<file path="config.mk">
export PLATFORM = sky130hd
export DESIGN_NAME = sha1_hash_engine
export DESIGN_NICKNAME = d
export VERILOG_FILES = /design/src/hdl/sha1_pkg.sv /design/src/hdl/sha1_hash_engine.sv
export VERILOG_INCLUDE_DIRS = /design/src /design/src/hdl
export SDC_FILE = /design/constraint.sdc
export NUM_CORES = 2
export LEC_CHECK = 0
export BUFFER_PORTS_ARGS = -buffer_cell sky130_fd_sc_hd__buf_2
export CAP_MARGIN = 20
export CORE_ASPECT_RATIO = 1.25
export CORE_MARGIN = 2
export CORE_UTILIZATION = 35
export CTS_CLUSTER_DIAMETER = 80
export CTS_CLUSTER_SIZE = 25
export DETAILED_ROUTE_END_ITERATION = 10
export GPL_TIMING_DRIVEN = 1
export PLACE_DENSITY = 0.45
export SETUP_SLACK_MARGIN = 0.3
export SLEW_MARGIN = 40
export SYNTH_ARGS = -nofsm -noshare
export SYNTH_HDL_FRONTEND = slang
export SYNTH_SLANG_ARGS = --single-unit
export TNS_END_PERCENT = 20
</file>
<file path="constraint.sdc">
create_clock -name clk -period 16.65 [get_ports clk]
set_input_delay 0.8325 -clock clk [delete_from_list [all_inputs] [get_ports clk]]
set_output_delay 0.8325 -clock clk [all_outputs]
set_load 0.02 [all_outputs]
</file>
<file path="src/hdl/sha1_hash_engine_assert.svh">
// Assertion shorthands for the hash engine; clocked on clk, quiet during reset.
`ifndef SHA1_HASH_ENGINE_ASSERT_SVH
`define SHA1_HASH_ENGINE_ASSERT_SVH

// Same-cycle implication.
`define SHA1_ASSERT_NOW(label, ante, cons, msg) \
    label: assert property (@(posedge clk) disable iff (!rst_n) (ante) |-> (cons)) \
        else $error(msg);

// Next-cycle implication.
`define SHA1_ASSERT_NEXT(label, ante, cons, msg) \
    label: assert property (@(posedge clk) disable iff (!rst_n) (ante) |=> (cons)) \
        else $error(msg);

`endif

</file>
<file path="src/hdl/sha1_pkg.sv">
`timescale 1ns / 1ps

package sha1_pkg;

    localparam int ROUNDS = 80;

    typedef enum logic [2:0]
    {
        ST_IDLE,
        ST_PAD,
        ST_ROUND,
        ST_ADD,
        ST_DIGEST
    } state_t;

    // Padding progress of the current message.
    typedef enum logic [2:0]
    {
        PH_NONE,
        PH_MARK,
        PH_ZERO,
        PH_LEN,
        PH_DONE
    } phase_t;

    localparam logic [4:0][31:0] H_INIT =
    {
        32'hC3D2E1F0,
        32'h10325476,
        32'h98BADCFE,
        32'hEFCDAB89,
        32'h67452301
    };

    localparam logic [31:0] K_0 = 32'h5A827999;
    localparam logic [31:0] K_1 = 32'h6ED9EBA1;
    localparam logic [31:0] K_2 = 32'h8F1BBCDC;
    localparam logic [31:0] K_3 = 32'hCA62C1D6;

    localparam logic [7:0] PAD_MARK = 8'h80;

    function automatic logic [31:0] sha1_f(input logic [6:0] t, input logic [31:0] b,
                                           input logic [31:0] c, input logic [31:0] d);
        logic [31:0] f;
        if (t < 7'd20)
        begin
            f = (b & c) | (~b & d);
        end
        else if (t < 7'd40)
        begin
            f = b ^ c ^ d;
        end
        else if (t < 7'd60)
        begin
            f = (b & c) | (b & d) | (c & d);
        end
        else
        begin
            f = b ^ c ^ d;
        end
        return f;
    endfunction

    function automatic logic [31:0] sha1_k(input logic [6:0] t);
        logic [31:0] k;
        if (t < 7'd20)
        begin
            k = K_0;
        end
        else if (t < 7'd40)
        begin
            k = K_1;
        end
        else if (t < 7'd60)
        begin
            k = K_2;
        end
        else
        begin
            k = K_3;
        end
        return k;
    endfunction

endpackage

</file>
<file path="src/hdl/sha1_hash_engine.sv">
`timescale 1ns / 1ps
// SHA-1 engine. Message bytes come in on the msg channel, one per transaction:
// data_byte counts when byte_present is set, end_of_message closes the message
// (an end transaction with no byte is allowed, alone it hashes the empty message).
// The digest leaves on the digest channel as five transactions, word_number 0
// (most significant) to 4, last_word set on word 4.
// Throughput: bytes are taken while msg_stall is low; every completed 64-byte block
// then holds msg_stall high through 80 rounds in the single round adder and the
// chaining add. After the end transaction the padding (9 to 72 bytes) is written
// one byte per cycle, paused by one or two block compressions, and then the
// digest register is loaded.
// The digest sits in its own output register, so the next message is taken
// while digest words are still waiting; a stall on the digest channel only
// blocks the engine when a second digest is ready before the first has left.
// Reset (rst_n low, asynchronous) loads the initial chaining values, clears the
// bit and byte counts and drops digest_valid.
module sha1_hash_engine
(
    input  logic        clk,
    input  logic        rst_n,
    input  logic        msg_valid,
    output logic        msg_stall,
    input  logic [7:0]  data_byte,
    input  logic        byte_present,
    input  logic        end_of_message,
    output logic        digest_valid,
    input  logic        digest_stall,
    output logic [31:0] digest_word,
    output logic [2:0]  word_number,
    output logic        last_word
);
    import sha1_pkg::*;

    state_t state_reg, state_next;
    phase_t phase_reg, phase_next;

    logic [4:0][31:0]  chain_reg, chain_next;
    logic [4:0][31:0]  rv_reg, rv_next;
    logic [15:0][31:0] w_reg, w_next;
    logic [23:0]       acc_reg, acc_next;
    logic [5:0]        byte_cnt_reg, byte_cnt_next;
    logic [63:0]       bit_cnt_reg, bit_cnt_next;
    logic [6:0]        round_reg, round_next;
    logic [4:0][31:0]  dig_reg, dig_next;
    logic [2:0]        out_idx_reg, out_idx_next;
    logic              out_busy_reg, out_busy_next;

    logic        msg_take;
    logic        out_take;
    logic        wr_en;
    logic [7:0]  wr_byte;
    logic [7:0]  pad_byte;
    logic [2:0]  len_sel;
    logic        block_full;
    logic [31:0] round_sum;

    assign msg_take = msg_valid && !msg_stall;
    assign out_take = digest_valid && !digest_stall;

    // Length bytes go out most significant first at fill 56..63.
    assign len_sel = ~byte_cnt_reg[2:0];

    always_comb
    begin
        unique case (phase_reg)
            PH_MARK: pad_byte = PAD_MARK;
            PH_LEN:  pad_byte = bit_cnt_reg[{len_sel, 3'b000} +: 8];
            default: pad_byte = 8'h00;
        endcase
    end

    always_comb
    begin
        wr_en   = 1'b0;
        wr_byte = pad_byte;
        if (state_reg == ST_IDLE)
        begin
            wr_en   = msg_take && byte_present;
            wr_byte = data_byte;
        end
        else if (state_reg == ST_PAD)
        begin
            wr_en = 1'b1;
        end
    end

    assign block_full = wr_en && (byte_cnt_reg == 6'd63);

    assign round_sum = {rv_reg[0][26:0], rv_reg[0][31:27]}
                     + sha1_f(round_reg, rv_reg[1], rv_reg[2], rv_reg[3])
                     + rv_reg[4] + sha1_k(round_reg) + w_reg[0];

    // Next state.
    always_comb
    begin
        state_next = state_reg;
        unique case (state_reg)
            ST_IDLE:
            begin
                if (msg_take && block_full)
                begin
                    state_next = ST_ROUND;
                end
                else if (msg_take && end_of_message)
                begin
                    state_next = ST_PAD;
                end
            end
            ST_PAD:
            begin
                if (block_full)
                begin
                    state_next = ST_ROUND;
                end
            end
            ST_ROUND:
            begin
                if (round_reg == 7'(ROUNDS - 1))
                begin
                    state_next = ST_ADD;
                end
            end
            ST_ADD:
            begin
                priority if (phase_reg == PH_NONE)
                begin
                    state_next = ST_IDLE;
                end
                else if (phase_reg == PH_DONE)
                begin
                    state_next = ST_DIGEST;
                end
                else
                begin
                    state_next = ST_PAD;
                end
            end
            ST_DIGEST:
            begin
                if (!out_busy_reg)
                begin
                    state_next = ST_IDLE;
                end
            end
            default: state_next = ST_IDLE;
        endcase
    end

    // Datapath.
    always_comb
    begin
        phase_next    = phase_reg;
        chain_next    = chain_reg;
        rv_next       = rv_reg;
        w_next        = w_reg;
        acc_next      = acc_reg;
        byte_cnt_next = byte_cnt_reg;
        bit_cnt_next  = bit_cnt_reg;
        round_next    = round_reg;
        dig_next      = dig_reg;
        out_idx_next  = out_idx_reg;
        out_busy_next = out_busy_reg;

        if (wr_en)
        begin
            acc_next      = {acc_reg[15:0], wr_byte};
            byte_cnt_next = byte_cnt_reg + 6'd1;
            if (byte_cnt_reg[1:0] == 2'b11)
            begin
                w_next = {{acc_reg, wr_byte}, w_reg[15:1]};
            end
        end

        if (block_full)
        begin
            rv_next    = chain_reg;
            round_next = 7'd0;
        end

        unique case (state_reg)
            ST_IDLE:
            begin
                if (msg_take && byte_present)
                begin
                    bit_cnt_next = bit_cnt_reg + 64'd8;
                end
                if (msg_take && end_of_message)
                begin
                    phase_next = PH_MARK;
                end
            end
            ST_PAD:
            begin
                if (phase_reg == PH_LEN)
                begin
                    if (byte_cnt_reg == 6'd63)
                    begin
                        phase_next = PH_DONE;
                    end
                end
                else if (byte_cnt_reg == 6'd55)
                begin
                    phase_next = PH_LEN;
                end
                else
                begin
                    phase_next = PH_ZERO;
                end
            end
            ST_ROUND:
            begin
                rv_next    = {rv_reg[3], rv_reg[2], {rv_reg[1][1:0], rv_reg[1][31:2]},
                              rv_reg[0], round_sum};
                // w[t+16] = rotl1(w[t+13] ^ w[t+8] ^ w[t+2] ^ w[t])
                w_next     = {{w_reg[13][30:0] ^ w_reg[8][30:0] ^ w_reg[2][30:0]
                               ^ w_reg[0][30:0],
                               w_reg[13][31] ^ w_reg[8][31] ^ w_reg[2][31] ^ w_reg[0][31]},
                              w_reg[15:1]};
                round_next = round_reg + 7'd1;
            end
            ST_ADD:
            begin
                for (int i = 0; i < 5; i++)
                begin
                    chain_next[i] = chain_reg[i] + rv_reg[i];
                end
            end
            ST_DIGEST:
            begin
                if (!out_busy_reg)
                begin
                    dig_next      = chain_reg;
                    out_busy_next = 1'b1;
                    out_idx_next  = 3'd0;
                    chain_next    = H_INIT;
                    bit_cnt_next  = 64'd0;
                    phase_next    = PH_NONE;
                end
            end
            default: ;
        endcase

        if (out_take)
        begin
            dig_next = {32'h0, dig_reg[4:1]};
            if (out_idx_reg == 3'd4)
            begin
                out_busy_next = 1'b0;
                out_idx_next  = 3'd0;
            end
            else
            begin
                out_idx_next = out_idx_reg + 3'd1;
            end
        end
    end

    // Outputs.
    always_comb
    begin
        msg_stall    = (state_reg != ST_IDLE);
        digest_valid = out_busy_reg;
        digest_word  = dig_reg[0];
        word_number  = out_idx_reg;
        last_word    = (out_idx_reg == 3'd4);
    end

    always_ff @(posedge clk or negedge rst_n)
    begin
        if (!rst_n)
        begin
            state_reg    <= ST_IDLE;
            phase_reg    <= PH_NONE;
            chain_reg    <= H_INIT;
            byte_cnt_reg <= 6'd0;
            bit_cnt_reg  <= 64'd0;
            round_reg    <= 7'd0;
            out_idx_reg  <= 3'd0;
            out_busy_reg <= 1'b0;
        end
        else
        begin
            state_reg    <= state_next;
            phase_reg    <= phase_next;
            chain_reg    <= chain_next;
            byte_cnt_reg <= byte_cnt_next;
            bit_cnt_reg  <= bit_cnt_next;
            round_reg    <= round_next;
            out_idx_reg  <= out_idx_next;
            out_busy_reg <= out_busy_next;
        end
    end

    always_ff @(posedge clk)
    begin
        rv_reg  <= rv_next;
        w_reg   <= w_next;
        acc_reg <= acc_next;
        dig_reg <= dig_next;
    end

`include "sha1_hash_engine_assert.svh"

    `SHA1_ASSERT_NOW(a_round_range, state_reg == ST_ROUND, round_reg < 7'(ROUNDS), "round index out of range")
    `SHA1_ASSERT_NOW(a_round_aligned, state_reg == ST_ROUND, byte_cnt_reg == 6'd0, "rounds running on a partial block")
    `SHA1_ASSERT_NEXT(a_add_to_digest, state_reg == ST_ADD && phase_reg == PH_DONE, state_reg == ST_DIGEST, "final block did not lead to digest")
    `SHA1_ASSERT_NEXT(a_word_order, out_take && !last_word, digest_valid && word_number == $past(word_number) + 3'd1, "digest words out of order")

endmodule
</file>
* After elaboration in Yosys (flattened, before gate mapping)
Index checks and enable logic that the tools add are counted.
** Storage, ports and cells
- Flip-flop bits (word level) :: 1103
- Latch bits :: 0
- RAM bits :: 0
- Memory bits (read-only) :: 0
- Output and inout bits :: 38
- Word-level logic and storage cells :: 162
- Memories kept :: 0
** Cells by class
- Add/sub/neg operators :: 13
- Multipliers :: 0
- Div/mod/pow operators :: 0
- Order comparisons :: 3
- Eq/ne operators :: 20
- Shift-type cells :: 1
- Multiplexer cells :: 43
- Bitwise gates (word level) :: 18
- Reduce and logical (&&, ||, !) cells :: 25
** Operators with widths (count)
- 512-bit 2-to-1 mux :: 3
- 160-bit 2-to-1 mux :: 3
- 128-bit 2-to-1 mux :: 3
- 160-bit case mux with 2 select lines :: 1
- 32-bit adder :: 9
- 32-bit 2-to-1 mux :: 5
- 32-bit bitwise AND :: 4
- 64-bit 2-to-1 mux :: 2
- 64-bit case mux with 2 select lines :: 1
- 32-bit OR :: 3
- 31-bit XOR :: 3
- 64-bit by 4-bit adder with 64-bit output, second input constant :: 1
- 64-bit by 7-bit variable part select with 8-bit output :: 1
- 32-bit XOR :: 2
- 3-bit 2-to-1 mux :: 12
- 32-bit NOT :: 1
- 31-bit 2-to-1 mux :: 1
- 8-bit case mux with 2 select lines :: 1
- 3-bit case mux with 5 select lines :: 1
- 7-bit by 6-bit less-than comparator with 1-bit output, second input constant :: 2
- 7-bit 2-to-1 mux :: 2
- 6-bit == test, second input constant :: 2
- 2-bit nonzero test :: 6
- 3-bit by 2-bit == test with 1-bit output, second input constant :: 3
- other kinds (25) :: 51

* Longest topological paths before layout
- Word-level depth :: 11
- Depth in mapped cells :: 25

* Least setup slack after synthesis
OpenSTA, ideal clock, no wires.
- Path type :: input to register
- From :: input port byte_present
- To :: register w_reg[0] (netlist name) (enable)
- Library setup time :: 3.670 ns
- Data arrival time :: 10.114 ns
- Required time :: 12.980 ns
- Setup slack :: 2.866 ns
- Stages :: 4
- Path buffers :: 0
- Cell sequence :: nand3_1 -> nand2_1 -> nand2_1 -> nand2_1
** Between the ends
- Cells in the longest elaborated chain, start to end :: 4
** RTL lines
- start: declaration :: line sha1_hash_engine.sv:24 : input logic byte_present,
- 1-bit logical AND :: line sha1_hash_engine.sv:78 : wr_en = msg_take && byte_present;
- 1-bit 2-to-1 mux :: line sha1_hash_engine.sv:76 : if (state_reg == ST_IDLE)
- net wr_en :: line sha1_hash_engine.sv:50 : logic wr_en;
- 2-bit nonzero test (no line)
- 2-bit AND reduction (no line)
- end signal: assignment :: line sha1_hash_engine.sv:297 : w_reg <= w_next;
- end: declaration :: line sha1_hash_engine.sv:39 : logic [15:0][31:0] w_reg, w_next;
The timed path passes the listed nets, and every way through them passes these cells.
A chain may end at the register's enable or synchronous reset.

==> qor.csv <==
metric,value,unit
status,"finished, final reports clean",
overflow,0,
htreeDepth,2,
synth_edf_count,824,
ys_types,89,
fmax,153,MHz
use_met1,26.0,%
clockRootBuffer,clkbuf_16,
powerDensity,86.2,nW/um^2
r2r_end,rv_reg[30],
synth.top_cell.area_share,45.8,%
hold_class,in2async,
gp_congestion,0.880,
hold_buffers,0,
clk_latency,750,ps
critPathKind,reg2reg,
async_reset_ff_share,22.2,%
drtPass1Iterations,6,
syn_to_final_growth,8.42,%
synth-xor-area-share,4.93,%
period_needed,6540,ps
die-area,157000,sq um
vias,34276,
maxCapViolCount,0,
cts_buffer_depth,3,
synth_seq_area_share,58.5,%
hold_viol_final,0,
finalSetupViolCount,0,
critPathTopFamily,compound AO/OA/AOI/OAI gates,
largest_register_ffs,512,
wl_per_cell,22.1,um
end_kind,flop,
required,17110,ps
cts_setup_buffers,0,
clkPwrFrac,34.8,%
synth_warnings,0,
critical-path-slowest-cell,a41oi_2,
p_sw,1.22,mW
drc,0,
path_buf_inv,5,
io_pins,52,
cts_tree,built,
synth-compound-area-share,10.1,%
use_met3,1.73,%
synth_seq_cells,1100,
totalWireLength,149000,um
grt_start_max_net_pins,105,
p_int,3.82,mW
fp-row-count,161,
grt_pass1_vias,33717,
final_util,38.1,%
yosys.area_share.simple,12.6,%
synth_fa_ha_area_share,9.20,%
antenna_found_initial,2,
nets,4989,
reg2reg_from,round_reg[4],
fp.dieH,443,um
cts.clk_slew.worst_paths,100,ps
synth_top_cell_by_area,edfxtp_1,
cpPeakStageDelay,530,ps
p_sw_share,24.3,%
tightestPinTransition,867,ps
synthMuxAreaShare,1.43,%
rsz0062_at_grt,no,
finClkSkew,43.8,ps
ys.flop_type,edfxtp_1,
die_x,355,um
netlist_area,54000,sq um
synthCells,4695,
synth_area_leaders,"edfxtp_1 (46%), dfrtp_1 (7.6%), nand2_1 (6.9%), fa_1 (4.6%), ha_1 (4.6%)",
cp_common_cell,inv_1,
seqPwrFrac,60.2,%
p_comb_share,5.0,%
setup_tns,0,ps
grt_pass1_wl,224000,um
busiest_layer,met2,
critPathLaunchType,flop,
crit_chain,a41oi_2 > inv_1 > nor2_2 > buf_4 > inv_1 > o22ai_1 > nor2_1 > fa_1 > inv_1 > fa_1 > inv_1 > ha_1 > and3_1 > and3_1 > a311o_1 > a31oi_2 > a21oi_2 > o22a_1 > a211oi_1 > a21oi_1 > xnor2_1 > o21ai_1,
cts_buffers,60,
r2r_cells,22,
period_share,39.3,%
drv_slew,0,
start_util,35.2,%
met2_usage,31.6,%
cp_data_arrival_time,6990,ps
gr-usage-all-layers,18.8,%
critPathMaxFanout,22,
drtAntennaViolNets,0,
vias_per_cell,5.09,
total_leakage_power,23.5,nW
ir_worst_vdd,81.3,uV
dr.first_iter.drc_count,2512,
fp.coreArea,154000,sq um
io_buffers,51,
cts_resized,0,
dp_hpwl,104000,um
syn-mean-instance-area,11.5,sq um
drive_gt1_share,7.45,%
slew_headroom,42.1,%
syn_nets,5031,
r2r_slack,10110,ps
clock_sinks,1100,
synth_top_family_by_area,simple AND/OR/NAND/NOR gates,
==> per-stage QoR <==
step           total power, mW  hold slack, ps  cells  area (sq um)  worst slack [ps]
3_3_place_gp              3.36             401   6624         56400              9860
2_1_floorplan             3.27             400   4695         54000              2870
5_1_grt                   5.24            88.8   6736         58500              9820
6_report                  5.05            82.3   6736         58500             10110
4_1_cts                   5.13            73.6   6734         58500             10130
3_5_place_dp              3.36             405   6627         56500             10180
==> cell usage after synthesis (80+ instances only) <==
library cell  number
nand2_1          998
edfxtp_1         824
o21ai_0          255
inv_1            243
nor2_1           239
a21oi_1          201
ha_1             197
xnor2_1          189
dfrtp_1          164
clkbuf_1         131
fa_1             125
nand3_1          124
xor2_1           115
a21o_1            93
dfstp_2           80
==> area by class of cell <==
class,count,area (sq um)
multi-input combinational,3155,20700
clock inverter,30,395
fill,15011,95000
antenna,1,2.50
sequential,1100,31600
timing repair buffer,93,716
tap,2037,2550
inverter,243,922
clock buffer,77,1610
==> cell families (layout without fill, tap and decap cells) <==
logic type	count (synthesis)	after routing
xor+xnor	304	304
compound gates	866	866
buf+inv	440	443
simple gates	1604	1604
other cells	0	1
flops	1100	1100
fa+ha+maj	322	322
mux	59	59
==> cell usage in the layout, fill, tap and decap left out, types with 25 or more instances in the layout <==
master and instances:
a21o_1 93, buf_4 25, clkbuf_16 62, dfstp_2 80, o21a_1 35, ha_1 197, a31oi_1 29, a211oi_1 30
xor2_1 115, nor3_1 52, mux2i_1 33, o21ai_0 255, or3_1 27, inv_1 241, o21ai_1 37, a21oi_1 201
fa_1 125, dfrtp_1 163, and3_1 30, nand2_1 995, xnor2_1 189, nand2b_1 32, dfxtp_1 32, nand3_1 124
buf_2 50, edfxtp_1 824, nor2_1 235
==> power by group through the flow <==
stage                     logic (mW)  clock network (mW)  registers (mW)
after floorplan                0.159                   0            3.11
after global placement         0.257                   0            3.10
final                          0.251                1.76            3.04
after CTS                      0.258                1.83            3.04
after detailed placement       0.257                   0            3.10
after global routing           0.280                1.91            3.05
==> worst max path at each step <==
stage,to,slack [ps],depth (start not counted),startpoint
4_1_cts,rv_reg[30],10130,22,round_reg[4]
2_1_floorplan,w_reg[0],2870,4,byte_present
6_report,rv_reg[30],10110,22,round_reg[4]
3_3_place_gp,rv_reg[30],9860,22,round_reg[4]
3_5_place_dp,rv_reg[30],10180,22,round_reg[4]
5_1_grt,rv_reg[30],9820,22,round_reg[4]
==> layer usage <==
layer | wire (um) | part of all wire [%]
met5 | 0 | 0
met4 | 3750 | 2.5
met3 | 4190 | 2.8
met2 | 72100 | 48
met1 | 69000 | 46
Note: power is estimated with default switching activity, not from simulation.
